$ cat config.mk
export PLATFORM = sky130hd
export DESIGN_NAME = ymodem_block_receiver
export DESIGN_NICKNAME = d
export VERILOG_FILES = /design/src/ymr_pkg.sv /design/src/ymodem_block_receiver.sv /design/src/ymr_csr.sv /design/src/ymr_core.sv
export VERILOG_INCLUDE_DIRS = /design/src /design/src/src
export SDC_FILE = /design/constraint.sdc
export NUM_CORES = 1
export LEC_CHECK = 0
export ABC_AREA = 1
export BUFFER_PORTS_ARGS = -buffer_cell sky130_fd_sc_hd__buf_2
export CAP_MARGIN = 30
export CORE_ASPECT_RATIO = 0.8
export CORE_MARGIN = 2
export CORE_UTILIZATION = 40
export CTS_BUF_LIST = sky130_fd_sc_hd__clkbuf_4
export DETAILED_ROUTE_END_ITERATION = 12
export SLEW_MARGIN = 25
export SYNTH_ARGS = -nofsm -noshare
export SYNTH_HDL_FRONTEND = slang
export SYNTH_SLANG_ARGS = --single-unit
export TNS_END_PERCENT = 5
$ cat constraint.sdc
create_clock -name clock -period 10.3 [get_ports clock]
set_clock_uncertainty 0.2 [all_clocks]
set_input_delay 2.06 -clock clock [delete_from_list [all_inputs] [get_ports clock]]
set_output_delay 2.06 -clock clock [all_outputs]
set_load 0.1 [all_outputs]
$ cat src/assert_macros.svh
// Assertion macros shared by the YMODEM receiver modules.
`ifndef ASSERT_MACROS_SVH
`define ASSERT_MACROS_SVH

// Checks a property at every rising clock edge outside reset.
`define ASSERT_PROP(label, clk, rst, prop, msg) \
   label: assert property (@(posedge clk) disable iff (rst) prop) else $error(msg);

// Checks that an expression never holds outside reset.
`define ASSERT_NEVER(label, clk, rst, expr, msg) \
   label: assert property (@(posedge clk) disable iff (rst) !(expr)) else $error(msg);

`endif

$ cat src/ymr_pkg.sv
// Types, codes and the CRC-16 byte update shared by the YMODEM receiver.
`default_nettype none

package ymr_pkg;

   localparam int POS_W      = 11;
   localparam int SIZE_W     = 24;
   localparam int CSR_ADDR_W = 3;

   localparam logic [7:0] SOH_CODE = 8'h01;
   localparam logic [7:0] STX_CODE = 8'h02;
   localparam logic [7:0] CAN_CODE = 8'h18;
   localparam logic [7:0] DIGIT_LO = 8'h30;
   localparam logic [7:0] DIGIT_HI = 8'h39;
   localparam logic [15:0] CRC_POLY = 16'h1021;
   localparam logic [2:0] CANCEL_RUN_LEN = 3'd5;
   localparam logic [7:0] ACK_RESET = 8'h06;

   // Register index decoded from the byte address.
   localparam logic REG_ACK_CODE = 1'b0;

   localparam logic [2:0] ST_NONE   = 3'd0;
   localparam logic [2:0] ST_HEADER = 3'd1;
   localparam logic [2:0] ST_DATA   = 3'd2;
   localparam logic [2:0] ST_CANCEL = 3'd3;
   localparam logic [2:0] ST_REJECT = 3'd4;

   localparam logic [1:0] NAME_IN_NAME = 2'd0;
   localparam logic [1:0] NAME_IN_SIZE = 2'd1;
   localparam logic [1:0] NAME_DONE    = 2'd2;

   typedef enum logic {
      PH_HEADER = 1'b0,
      PH_DATA   = 1'b1
   } phase_type;

   typedef struct packed {
      logic              payload_valid;
      logic [7:0]        payload_byte;
      logic              frame_done;
      logic [2:0]        frame_status;
      logic              send_ack;
      logic              transfer_done;
      logic [SIZE_W-1:0] announced_size;
      logic [SIZE_W-1:0] received_bytes;
   } rsp_type;

   function automatic logic [15:0] crc_step(input logic [15:0] crc, input logic [7:0] data);
      logic [15:0] c;
      c = crc ^ {data, 8'h00};
      for (int i = 0; i < 8; i++) begin
         c = c[15] ? ({c[14:0], 1'b0} ^ CRC_POLY) : {c[14:0], 1'b0};
      end
      return c;
   endfunction

endpackage

`default_nettype wire

$ cat src/ymodem_block_receiver.sv
// Top level of the YMODEM block receiver: input stage, checker core, result stage, registers.
//
//   Channel   Direction   Transfer when          Carries
//   req_      in          req_valid & !req_stall  rx_byte, frame_last
//   rsp_      out         rsp_valid & !rsp_stall  payload, verdict, size, byte count
//   csr_      in/out      psel & penable & pwrite ack_code at byte address 0
//
// One byte is taken every cycle unless the result side stalls; each byte gives one result.
// The byte goes into an input register, the core checks it combinationally and updates
// the frame state, and the result waits in an output register until it is transferred.
// Reset is synchronous and clears the frame state; ack_code returns to 0x06.
// A stalled result holds both stages; the input stage still takes one byte behind it.
`default_nettype none
`include "assert_macros.svh"

module ymodem_block_receiver #(
   parameter int DATA_BLOCK_BYTES   = 1024,
   parameter int HEADER_BLOCK_BYTES = 128,
   parameter int SIZE_DIGITS        = 7
) (
   input  wire logic                           clock,
   input  wire logic                           reset,

   input  wire logic                           req_valid,
   output logic                                req_stall,
   input  wire logic [7:0]                     req_rx_byte,
   input  wire logic                           req_frame_last,

   output logic                                rsp_valid,
   input  wire logic                           rsp_stall,
   output logic                                rsp_payload_valid,
   output logic      [7:0]                     rsp_payload_byte,
   output logic                                rsp_frame_done,
   output logic      [2:0]                     rsp_frame_status,
   output logic                                rsp_send_ack,
   output logic                                rsp_transfer_done,
   output logic      [ymr_pkg::SIZE_W-1:0]     rsp_announced_size,
   output logic      [ymr_pkg::SIZE_W-1:0]     rsp_received_bytes,

   input  wire logic                           csr_psel,
   input  wire logic                           csr_penable,
   input  wire logic                           csr_pwrite,
   input  wire logic [ymr_pkg::CSR_ADDR_W-1:0] csr_paddr,
   input  wire logic [31:0]                    csr_pwdata,
   output logic      [31:0]                    csr_prdata,
   output logic                                csr_pready
);

   logic             in_valid_ff, in_valid_in;
   logic [7:0]       in_byte_ff;
   logic             in_last_ff;
   logic             out_valid_ff, out_valid_in;
   ymr_pkg::rsp_type out_ff;
   ymr_pkg::rsp_type core_result;
   logic             out_free;
   logic             step;
   logic             req_take;

   assign out_free  = !out_valid_ff || !rsp_stall;
   assign step      = in_valid_ff && out_free;
   assign req_stall = in_valid_ff && !out_free;
   assign req_take  = req_valid && !req_stall;

   always_comb begin
      in_valid_in = in_valid_ff;
      if (req_take) begin
         in_valid_in = 1'b1;
      end else if (step) begin
         in_valid_in = 1'b0;
      end
      out_valid_in = out_free ? step : out_valid_ff;
   end

   always_ff @(posedge clock) begin
      if (reset) begin
         in_valid_ff  <= 1'b0;
         out_valid_ff <= 1'b0;
      end else begin
         in_valid_ff  <= in_valid_in;
         out_valid_ff <= out_valid_in;
      end
   end

   always_ff @(posedge clock) begin
      if (req_take) begin
         in_byte_ff <= req_rx_byte;
         in_last_ff <= req_frame_last;
      end
      if (step) begin
         out_ff <= core_result;
      end
   end

   ymr_core #(
      .DATA_BLOCK_BYTES   (DATA_BLOCK_BYTES),
      .HEADER_BLOCK_BYTES (HEADER_BLOCK_BYTES),
      .SIZE_DIGITS        (SIZE_DIGITS)
   ) u_core (
      .clock      (clock),
      .reset      (reset),
      .step       (step),
      .rx_byte    (in_byte_ff),
      .frame_last (in_last_ff),
      .result     (core_result)
   );

   ymr_csr u_csr (
      .clock       (clock),
      .reset       (reset),
      .csr_psel    (csr_psel),
      .csr_penable (csr_penable),
      .csr_pwrite  (csr_pwrite),
      .csr_paddr   (csr_paddr),
      .csr_pwdata  (csr_pwdata),
      .csr_prdata  (csr_prdata),
      .csr_pready  (csr_pready)
   );

   assign rsp_valid          = out_valid_ff;
   assign rsp_payload_valid  = out_ff.payload_valid;
   assign rsp_payload_byte   = out_ff.payload_byte;
   assign rsp_frame_done     = out_ff.frame_done;
   assign rsp_frame_status   = out_ff.frame_status;
   assign rsp_send_ack       = out_ff.send_ack;
   assign rsp_transfer_done  = out_ff.transfer_done;
   assign rsp_announced_size = out_ff.announced_size;
   assign rsp_received_bytes = out_ff.received_bytes;

   `ASSERT_PROP(a_stall_means_full, clock, reset, req_stall |-> out_valid_ff && rsp_stall, "input stalled while the result stage can move")
   `ASSERT_PROP(a_done_on_accept, clock, reset, out_valid_ff && out_ff.transfer_done |-> out_ff.frame_status == ymr_pkg::ST_HEADER || out_ff.frame_status == ymr_pkg::ST_DATA, "transfer done without an accepted block")
   `ASSERT_PROP(a_verdict_at_end, clock, reset, out_valid_ff && !out_ff.frame_done |-> out_ff.frame_status == ymr_pkg::ST_NONE && !out_ff.send_ack, "verdict given before the frame end")

endmodule

`default_nettype wire

$ cat src/ymr_csr.sv
// Configuration register file: holds the acknowledge byte.
`default_nettype none

module ymr_csr (
   input  wire logic                           clock,
   input  wire logic                           reset,
   input  wire logic                           csr_psel,
   input  wire logic                           csr_penable,
   input  wire logic                           csr_pwrite,
   input  wire logic [ymr_pkg::CSR_ADDR_W-1:0] csr_paddr,
   input  wire logic [31:0]                    csr_pwdata,
   output logic      [31:0]                    csr_prdata,
   output logic                                csr_pready
);

   logic [7:0] ack_code_ff;
   logic [7:0] ack_code_in;
   logic       reg_index;
   logic       write_en;

   assign reg_index  = csr_paddr[2];
   assign csr_pready = 1'b1;
   assign write_en   = csr_psel && csr_penable && csr_pwrite && csr_pready;

   always_comb begin
      ack_code_in = ack_code_ff;
      if (write_en && reg_index == ymr_pkg::REG_ACK_CODE) begin
         ack_code_in = csr_pwdata[7:0];
      end
   end

   always_ff @(posedge clock) begin
      if (reset) begin
         ack_code_ff <= ymr_pkg::ACK_RESET;
      end else begin
         ack_code_ff <= ack_code_in;
      end
   end

   assign csr_prdata = (reg_index == ymr_pkg::REG_ACK_CODE) ? {24'h000000, ack_code_ff} : 32'h0;

endmodule

`default_nettype wire

$ cat src/ymr_core.sv
// Frame checker and size parser: one byte per transfer, verdict on the last byte.
`default_nettype none
`include "assert_macros.svh"

module ymr_core #(
   parameter int DATA_BLOCK_BYTES   = 1024,
   parameter int HEADER_BLOCK_BYTES = 128,
   parameter int SIZE_DIGITS        = 7
) (
   input  wire logic             clock,
   input  wire logic             reset,
   input  wire logic             step,
   input  wire logic [7:0]       rx_byte,
   input  wire logic             frame_last,
   output ymr_pkg::rsp_type      result
);

   localparam int POS_W  = ymr_pkg::POS_W;
   localparam int SIZE_W = ymr_pkg::SIZE_W;
   localparam int DIG_W  = $clog2(SIZE_DIGITS + 1);

   localparam logic [POS_W-1:0]  DATA_N    = POS_W'(DATA_BLOCK_BYTES);
   localparam logic [POS_W-1:0]  HDR_N     = POS_W'(HEADER_BLOCK_BYTES);
   localparam logic [POS_W-1:0]  POS_MAX   = {POS_W{1'b1}};
   localparam logic [DIG_W-1:0]  DIG_LIMIT = DIG_W'(SIZE_DIGITS);
   localparam logic [SIZE_W:0]   DATA_ADD  = (SIZE_W + 1)'(DATA_BLOCK_BYTES);
   localparam logic [SIZE_W-1:0] TOTAL_MAX = {SIZE_W{1'b1}};

   ymr_pkg::phase_type phase_ff, phase_in;
   logic [POS_W-1:0]   pos_ff, pos_in;
   logic [15:0]        crc_ff, crc_in, crc_base;
   logic [7:0]         kind_ff, kind_in;
   logic [7:0]         blk_seen_ff, blk_seen_in;
   logic [7:0]         exp_blk_ff, exp_blk_in;
   logic               ferr_ff, ferr_in;
   logic [2:0]         cancel_ff, cancel_in, cancel_base;
   logic [15:0]        last2_ff, last2_in;
   logic [1:0]         name_ff, name_in;
   logic [DIG_W-1:0]   digits_ff, digits_in;
   logic [SIZE_W-1:0]  scratch_ff, scratch_in, scratch_base;
   logic [SIZE_W-1:0]  size_ff, size_in;
   logic [SIZE_W-1:0]  total_ff, total_in;

   logic               hdr;
   logic               start;
   logic               in_body;
   logic               is_digit;
   logic [POS_W-1:0]   blk_n;
   logic               payload;
   logic               frame_ok;
   logic [SIZE_W:0]    total_sum;
   logic [SIZE_W-1:0]  total_sat;
   logic               is_cancel;
   logic               accept_hdr;
   logic               accept_data;
   logic               size_reached;

   // Per-byte parsing: fields that restart at the first byte of a frame take
   // their base values here so the update below sees a fresh frame.
   always_comb begin
      hdr          = (phase_ff == ymr_pkg::PH_HEADER);
      blk_n        = hdr ? HDR_N : DATA_N;
      start        = (pos_ff == '0);
      kind_in      = start ? rx_byte : kind_ff;
      crc_base     = start ? 16'h0 : crc_ff;
      cancel_base  = start ? 3'd0 : cancel_ff;
      scratch_base = start ? '0 : scratch_ff;
      name_in      = start ? ymr_pkg::NAME_IN_NAME : name_ff;
      digits_in    = start ? '0 : digits_ff;
      ferr_in      = start ? (rx_byte != (hdr ? ymr_pkg::SOH_CODE : ymr_pkg::STX_CODE))
                           : ferr_ff;

      cancel_in = cancel_base;
      if (pos_ff < POS_W'(5) && rx_byte == ymr_pkg::CAN_CODE &&
          POS_W'(cancel_base) == pos_ff) begin
         cancel_in = cancel_base + 3'd1;
      end

      blk_seen_in = blk_seen_ff;
      if (pos_ff == POS_W'(1)) begin
         blk_seen_in = rx_byte;
         if (rx_byte != (hdr ? 8'h00 : exp_blk_ff)) begin
            ferr_in = 1'b1;
         end
      end
      if (pos_ff == POS_W'(2) && rx_byte != ~blk_seen_ff) begin
         ferr_in = 1'b1;
      end

      in_body    = (pos_ff >= POS_W'(3)) && (pos_ff < blk_n + POS_W'(3));
      crc_in     = in_body ? ymr_pkg::crc_step(crc_base, rx_byte) : crc_base;
      is_digit   = (rx_byte >= ymr_pkg::DIGIT_LO) && (rx_byte <= ymr_pkg::DIGIT_HI);
      scratch_in = scratch_base;
      if (in_body && hdr) begin
         case (name_in)
            ymr_pkg::NAME_IN_NAME: begin
               if (rx_byte == 8'h00) begin
                  name_in = ymr_pkg::NAME_IN_SIZE;
               end
            end
            ymr_pkg::NAME_IN_SIZE: begin
               if (is_digit && digits_in < DIG_LIMIT) begin
                  scratch_in = (scratch_base << 3) + (scratch_base << 1) +
                               SIZE_W'(rx_byte - ymr_pkg::DIGIT_LO);
                  digits_in  = digits_in + DIG_W'(1);
               end else begin
                  name_in = ymr_pkg::NAME_DONE;
               end
            end
            default: begin
               name_in = name_in;
            end
         endcase
      end

      last2_in = {last2_ff[7:0], rx_byte};
      payload  = in_body && !hdr && (kind_in == ymr_pkg::STX_CODE);
   end

   // Frame verdict and the counters it moves.
   always_comb begin
      frame_ok     = !ferr_in && (pos_ff == blk_n + POS_W'(4)) && (crc_in == last2_in);
      total_sum    = {1'b0, total_ff} + DATA_ADD;
      total_sat    = total_sum[SIZE_W] ? TOTAL_MAX : total_sum[SIZE_W-1:0];
      is_cancel    = frame_last && !hdr && (cancel_in == ymr_pkg::CANCEL_RUN_LEN);
      accept_hdr   = frame_last && !is_cancel && frame_ok && hdr;
      accept_data  = frame_last && !is_cancel && frame_ok && !hdr;
      size_reached = total_sat >= size_ff;

      size_in  = accept_hdr ? scratch_in : size_ff;
      total_in = accept_hdr ? '0 : (accept_data ? total_sat : total_ff);

      exp_blk_in = exp_blk_ff;
      if (is_cancel || accept_hdr) begin
         exp_blk_in = 8'd1;
      end else if (accept_data) begin
         exp_blk_in = exp_blk_ff + 8'd1;
      end

      if (frame_last) begin
         pos_in = '0;
      end else begin
         pos_in = (pos_ff < POS_MAX) ? pos_ff + POS_W'(1) : POS_MAX;
      end
   end

   // Phase next state.
   always_comb begin
      phase_in = phase_ff;
      case (phase_ff)
         ymr_pkg::PH_HEADER: begin
            if (accept_hdr && scratch_in != '0) begin
               phase_in = ymr_pkg::PH_DATA;
            end
         end
         ymr_pkg::PH_DATA: begin
            if (is_cancel || (accept_data && size_reached)) begin
               phase_in = ymr_pkg::PH_HEADER;
            end
         end
         default: begin
            phase_in = ymr_pkg::PH_HEADER;
         end
      endcase
   end

   // Result of this byte.
   always_comb begin
      result.payload_valid  = payload;
      result.payload_byte   = payload ? rx_byte : 8'h00;
      result.frame_done     = frame_last;
      result.frame_status   = ymr_pkg::ST_NONE;
      result.send_ack       = 1'b0;
      result.transfer_done  = 1'b0;
      result.announced_size = size_in;
      result.received_bytes = total_in;
      if (frame_last) begin
         case (phase_ff)
            ymr_pkg::PH_HEADER: begin
               result.frame_status  = accept_hdr ? ymr_pkg::ST_HEADER : ymr_pkg::ST_REJECT;
               result.send_ack      = accept_hdr;
               result.transfer_done = accept_hdr && (scratch_in == '0);
            end
            ymr_pkg::PH_DATA: begin
               if (is_cancel) begin
                  result.frame_status = ymr_pkg::ST_CANCEL;
                  result.send_ack     = 1'b1;
               end else if (accept_data) begin
                  result.frame_status  = ymr_pkg::ST_DATA;
                  result.send_ack      = 1'b1;
                  result.transfer_done = size_reached;
               end else begin
                  result.frame_status = ymr_pkg::ST_REJECT;
               end
            end
            default: begin
               result.frame_status = ymr_pkg::ST_REJECT;
            end
         endcase
      end
   end

   always_ff @(posedge clock) begin
      if (reset) begin
         phase_ff    <= ymr_pkg::PH_HEADER;
         pos_ff      <= '0;
         crc_ff      <= 16'h0;
         kind_ff     <= 8'h00;
         blk_seen_ff <= 8'h00;
         exp_blk_ff  <= 8'd1;
         ferr_ff     <= 1'b0;
         cancel_ff   <= 3'd0;
         last2_ff    <= 16'h0;
         name_ff     <= ymr_pkg::NAME_IN_NAME;
         digits_ff   <= '0;
         scratch_ff  <= '0;
         size_ff     <= '0;
         total_ff    <= '0;
      end else if (step) begin
         phase_ff    <= phase_in;
         pos_ff      <= pos_in;
         crc_ff      <= crc_in;
         kind_ff     <= kind_in;
         blk_seen_ff <= blk_seen_in;
         exp_blk_ff  <= exp_blk_in;
         ferr_ff     <= ferr_in;
         cancel_ff   <= cancel_in;
         last2_ff    <= last2_in;
         name_ff     <= name_in;
         digits_ff   <= digits_in;
         scratch_ff  <= scratch_in;
         size_ff     <= size_in;
         total_ff    <= total_in;
      end
   end

   `ASSERT_PROP(a_cancel_restarts, clock, reset, step && is_cancel |=> phase_ff == ymr_pkg::PH_HEADER && exp_blk_ff == 8'd1, "cancelled transfer did not return to header phase")
   `ASSERT_PROP(a_frame_end_pos, clock, reset, step && frame_last |=> pos_ff == '0, "byte position not cleared after a frame end")
   `ASSERT_NEVER(a_data_needs_size, clock, reset, phase_ff == ymr_pkg::PH_DATA && size_ff == '0, "data phase entered with an empty file size")

endmodule

`default_nettype wire

==> flow_summary.toml <==
[status]
status = "completed"

[worst_setup_path]
rr_worst_depth = 29
r2r_start = "u_core.pos_ff[0]"
endpoint_kind = "register"
required_ps = 10740
criticalPathCategory = "register to register"
r2r_slack_ps = 4230
worstPathMaxFanout = 52
arrival_ps = 6510
crit_slowest_cell = "nand2_4"
r2r-end = "u_core.phase_ff"
cp-startpoint = "u_core.pos_ff[0]"
startpoint_type = "register"
slowest_delay_ps = 500
critPathMostFrequentCell = "nand2_1"

[floorplan]
coreArea_sq_um = 37100
fp.dieH_um = 178
die_w_um = 221
rows = 63
io_pins = 149
die-area_sq_um = 39300
start_util_pct = 40.7

[cts]
cts_sinks = 223
clk_latency_ps = 760
post_cts_buffers = 0
numCtsBuffers = 59
clock_tree.buffer_depth = 3
cts_tree = "yes"
cts_hold_buf = 0
clkSlewWorstSetupHoldPaths_ps = 70
cts_root_buf = "clkbuf_4"
h-tree-depth = 2
ctsResizeCount = 0

[min_path]
hold_depth = 2
hold_path.class = "register to register"
hold_path_end = "u_csr.ack_code_ff[7]"
worstHoldStart = "u_csr.ack_code_ff[7]"

[synth]
async_reset_ff_share_pct = 0
syn_area_per_cell_sq_um = 6.90
synth_top_cell_by_area = "dfxtp_1"
synthFlopType = "dfxtp_1"
ys_seq_area_share_pct = 34.4
synth-seq-cells = 223
synth.most_common_cell = "nand2_1"
yosysWarnings = 0
yosysTopAreaCellShare_pct = 20.0
synth_cell_types = 56
synth_edf_count = 72
synth_common_cells = "nand2_1 (559), inv_1 (346), nand3_1 (182)"
syn_inst = 2187
synth.area.top_cells = "dfxtp_1 (20%), edfxtp_1 (14%), nand2_1 (14%)"
syn-cell-area_sq_um = 15100

[timing]
fin_tns_setup_ps = 0
post-route-period-util_pct = 58.9
finalMaxSlewViolations = 0
post-route-min-period_ps = 6070
slew_headroom_pct = 28.4
worstMarginPinSlew_ps = 1070
clock.fmax_ghz = 0.165
rsz0062_at_grt = "no"
final.setup.worst_slack_ps = 4230
setup_viol = 0
hold_viol_final = 0

[grt]
grt_max_degree = 193
grt_pass1_wl_um = 67700
grt.overflow.total = 0
track_usage_pct = 21.2
antenna_found_initial = 1
grt_pass1_vias = 12992

[cells_and_area]
area_delta_synth_final_pct = 9.61
drive_above_1_share_pct = 13.4
fin_nets = 2396

[pwr]
power.leakage_nw = 8.55
power.total_w = 0.00226
irDropWorstVdd_v = 0.0000827
powerDensity_nw_per_um2 = 136

[place]
post-place-ws_ps = 4340
numPortBuffers = 97
dp_hpwl_um = 29200
globalplace.congestion = 0.901

[detailed_routing]
first_pass_iters = 5
via_count = 14182
post_drt_wl_per_cell_um = 14.8
wirelength_um = 41600
viasPerCell = 5.05
drtIter0Drc = 1048
ant_nets = 0
route.detailed.drc = 0

[flow_run]
max_cap_violations = 0
## worst max path at each step
stage	endpoint	slack [ps]	depth (start not counted)
after floorplan	csr_prdata[0]	4530	2
after global routing	u_core.phase_ff	3770	28
final	u_core.phase_ff	4230	29
after detailed placement	u_core.phase_ff	4340	29
after global placement	u_core.phase_ff	4350	29
after CTS	u_core.phase_ff	4340	29
## power breakdown
| part | switching (W) | internal (W) |
|---|---|---|
| combinational | 0.000352 | 0.000105 |
| sequential | 0.0000286 | 0.000958 |
| clock | 0.000391 | 0.000422 |
| total | 0.000771 | 0.00149 |
## logic make-up after synthesis
logic type	share of synthesized area [%]
AO/OA/AOI/OAI	11.9
XOR/XNOR	2.32
adder cells (fa/ha/maj)	7.36
buffers and inverters	13.1
flip-flops	34.4
other	0.0498
AND/OR/NAND/NOR	31.0
## flip-flops by register name (all words and copies together) (netlist names), 2 cells and up
register	cells
rsp_received_bytes	24
rsp_payload_byte	8
u_csr.ack_code_ff	8
u_core.exp_blk_ff	8
u_core.kind_ff	8
rsp_announced_size	24
u_core.cancel_ff	3
rsp_frame_status	3
in_byte_ff	8
u_core.size_ff	24
u_core.last2_ff	8
u_core.total_ff	24
u_core.scratch_ff	24
u_core.blk_seen_ff	8
u_core.crc_ff	16
u_core.name_ff	2
u_core.digits_ff	3
u_core.pos_ff	11
## cells in the final DEF, fill, tap and decap left out, types with 5 or more instances in the layout
cell      synthesis  layout
inv_2             7      10
conb_1            2      25
o21ai_1           7       7
nor2_2            5       5
o21ai_0         112     112
dfxtp_1         151     151
nor3_1           17      17
o211ai_1         24      24
buf_2            21      97
nand3_1         182     182
nand4_1          44      44
nor2_1          153     152
xnor2_1          11      11
ha_1             60      60
inv_1           346     344
buf_4            31      11
nand3_2           7       7
o21bai_1          6       6
nor2_4            5       6
edfxtp_1         72      72
xor2_1           29      29
a211oi_1          9       9
clkinv_1          2      12
clkbuf_4          0      96
fa_1             18      18
nand2_1         559     559
nand2_2          55      55
a21oi_1         152     152
clkinv_2          1       5
## stage by stage
step           area [sq um]  hold WS [ps]  cells  util, %
2_1_floorplan         15200           230   2210        -
3_3_place_gp          15800           241   2693     42.4
3_5_place_dp          15800           250   2693     42.4
4_1_cts               16500           258   2805     44.6
5_1_grt               16500           274   2806     44.6
6_report              16500           255   2806     44.6
## layer usage
layer	part of all wire, %	routed length, um	vias up	global-route usage (%)
met5	0	0	-	0
met4	1.9	788	0	5.65
met3	7.4	3070	66	3.64
met2	40	16900	458	30.9
met1	50	20900	6496	31.9
li1	-	-	7162	-
## worst max-delay path, delay by kind of cell, from the launching register on
family                     cells  cell delay (ps)
buffers and inverters          5              760
xor gates and xnor gates       1              160
DFF                            1              460
AOI/OAI and AO/OA              5             1230
and+or+nand+nor               15             2340
adders and majority gates      3              780
## final cells by class
cell class / instances / area [sq um]
fill: 3856 / 20600
multi-input combinational: 1518 / 8030
sequential: 223 / 5180
inverter: 356 / 1340
clock buffer: 96 / 721
tap: 487 / 609
timing repair buffer: 109 / 588
clock inverter: 16 / 70.1
antenna: 1 / 2.50
Power figures use the tool's default switching activity.
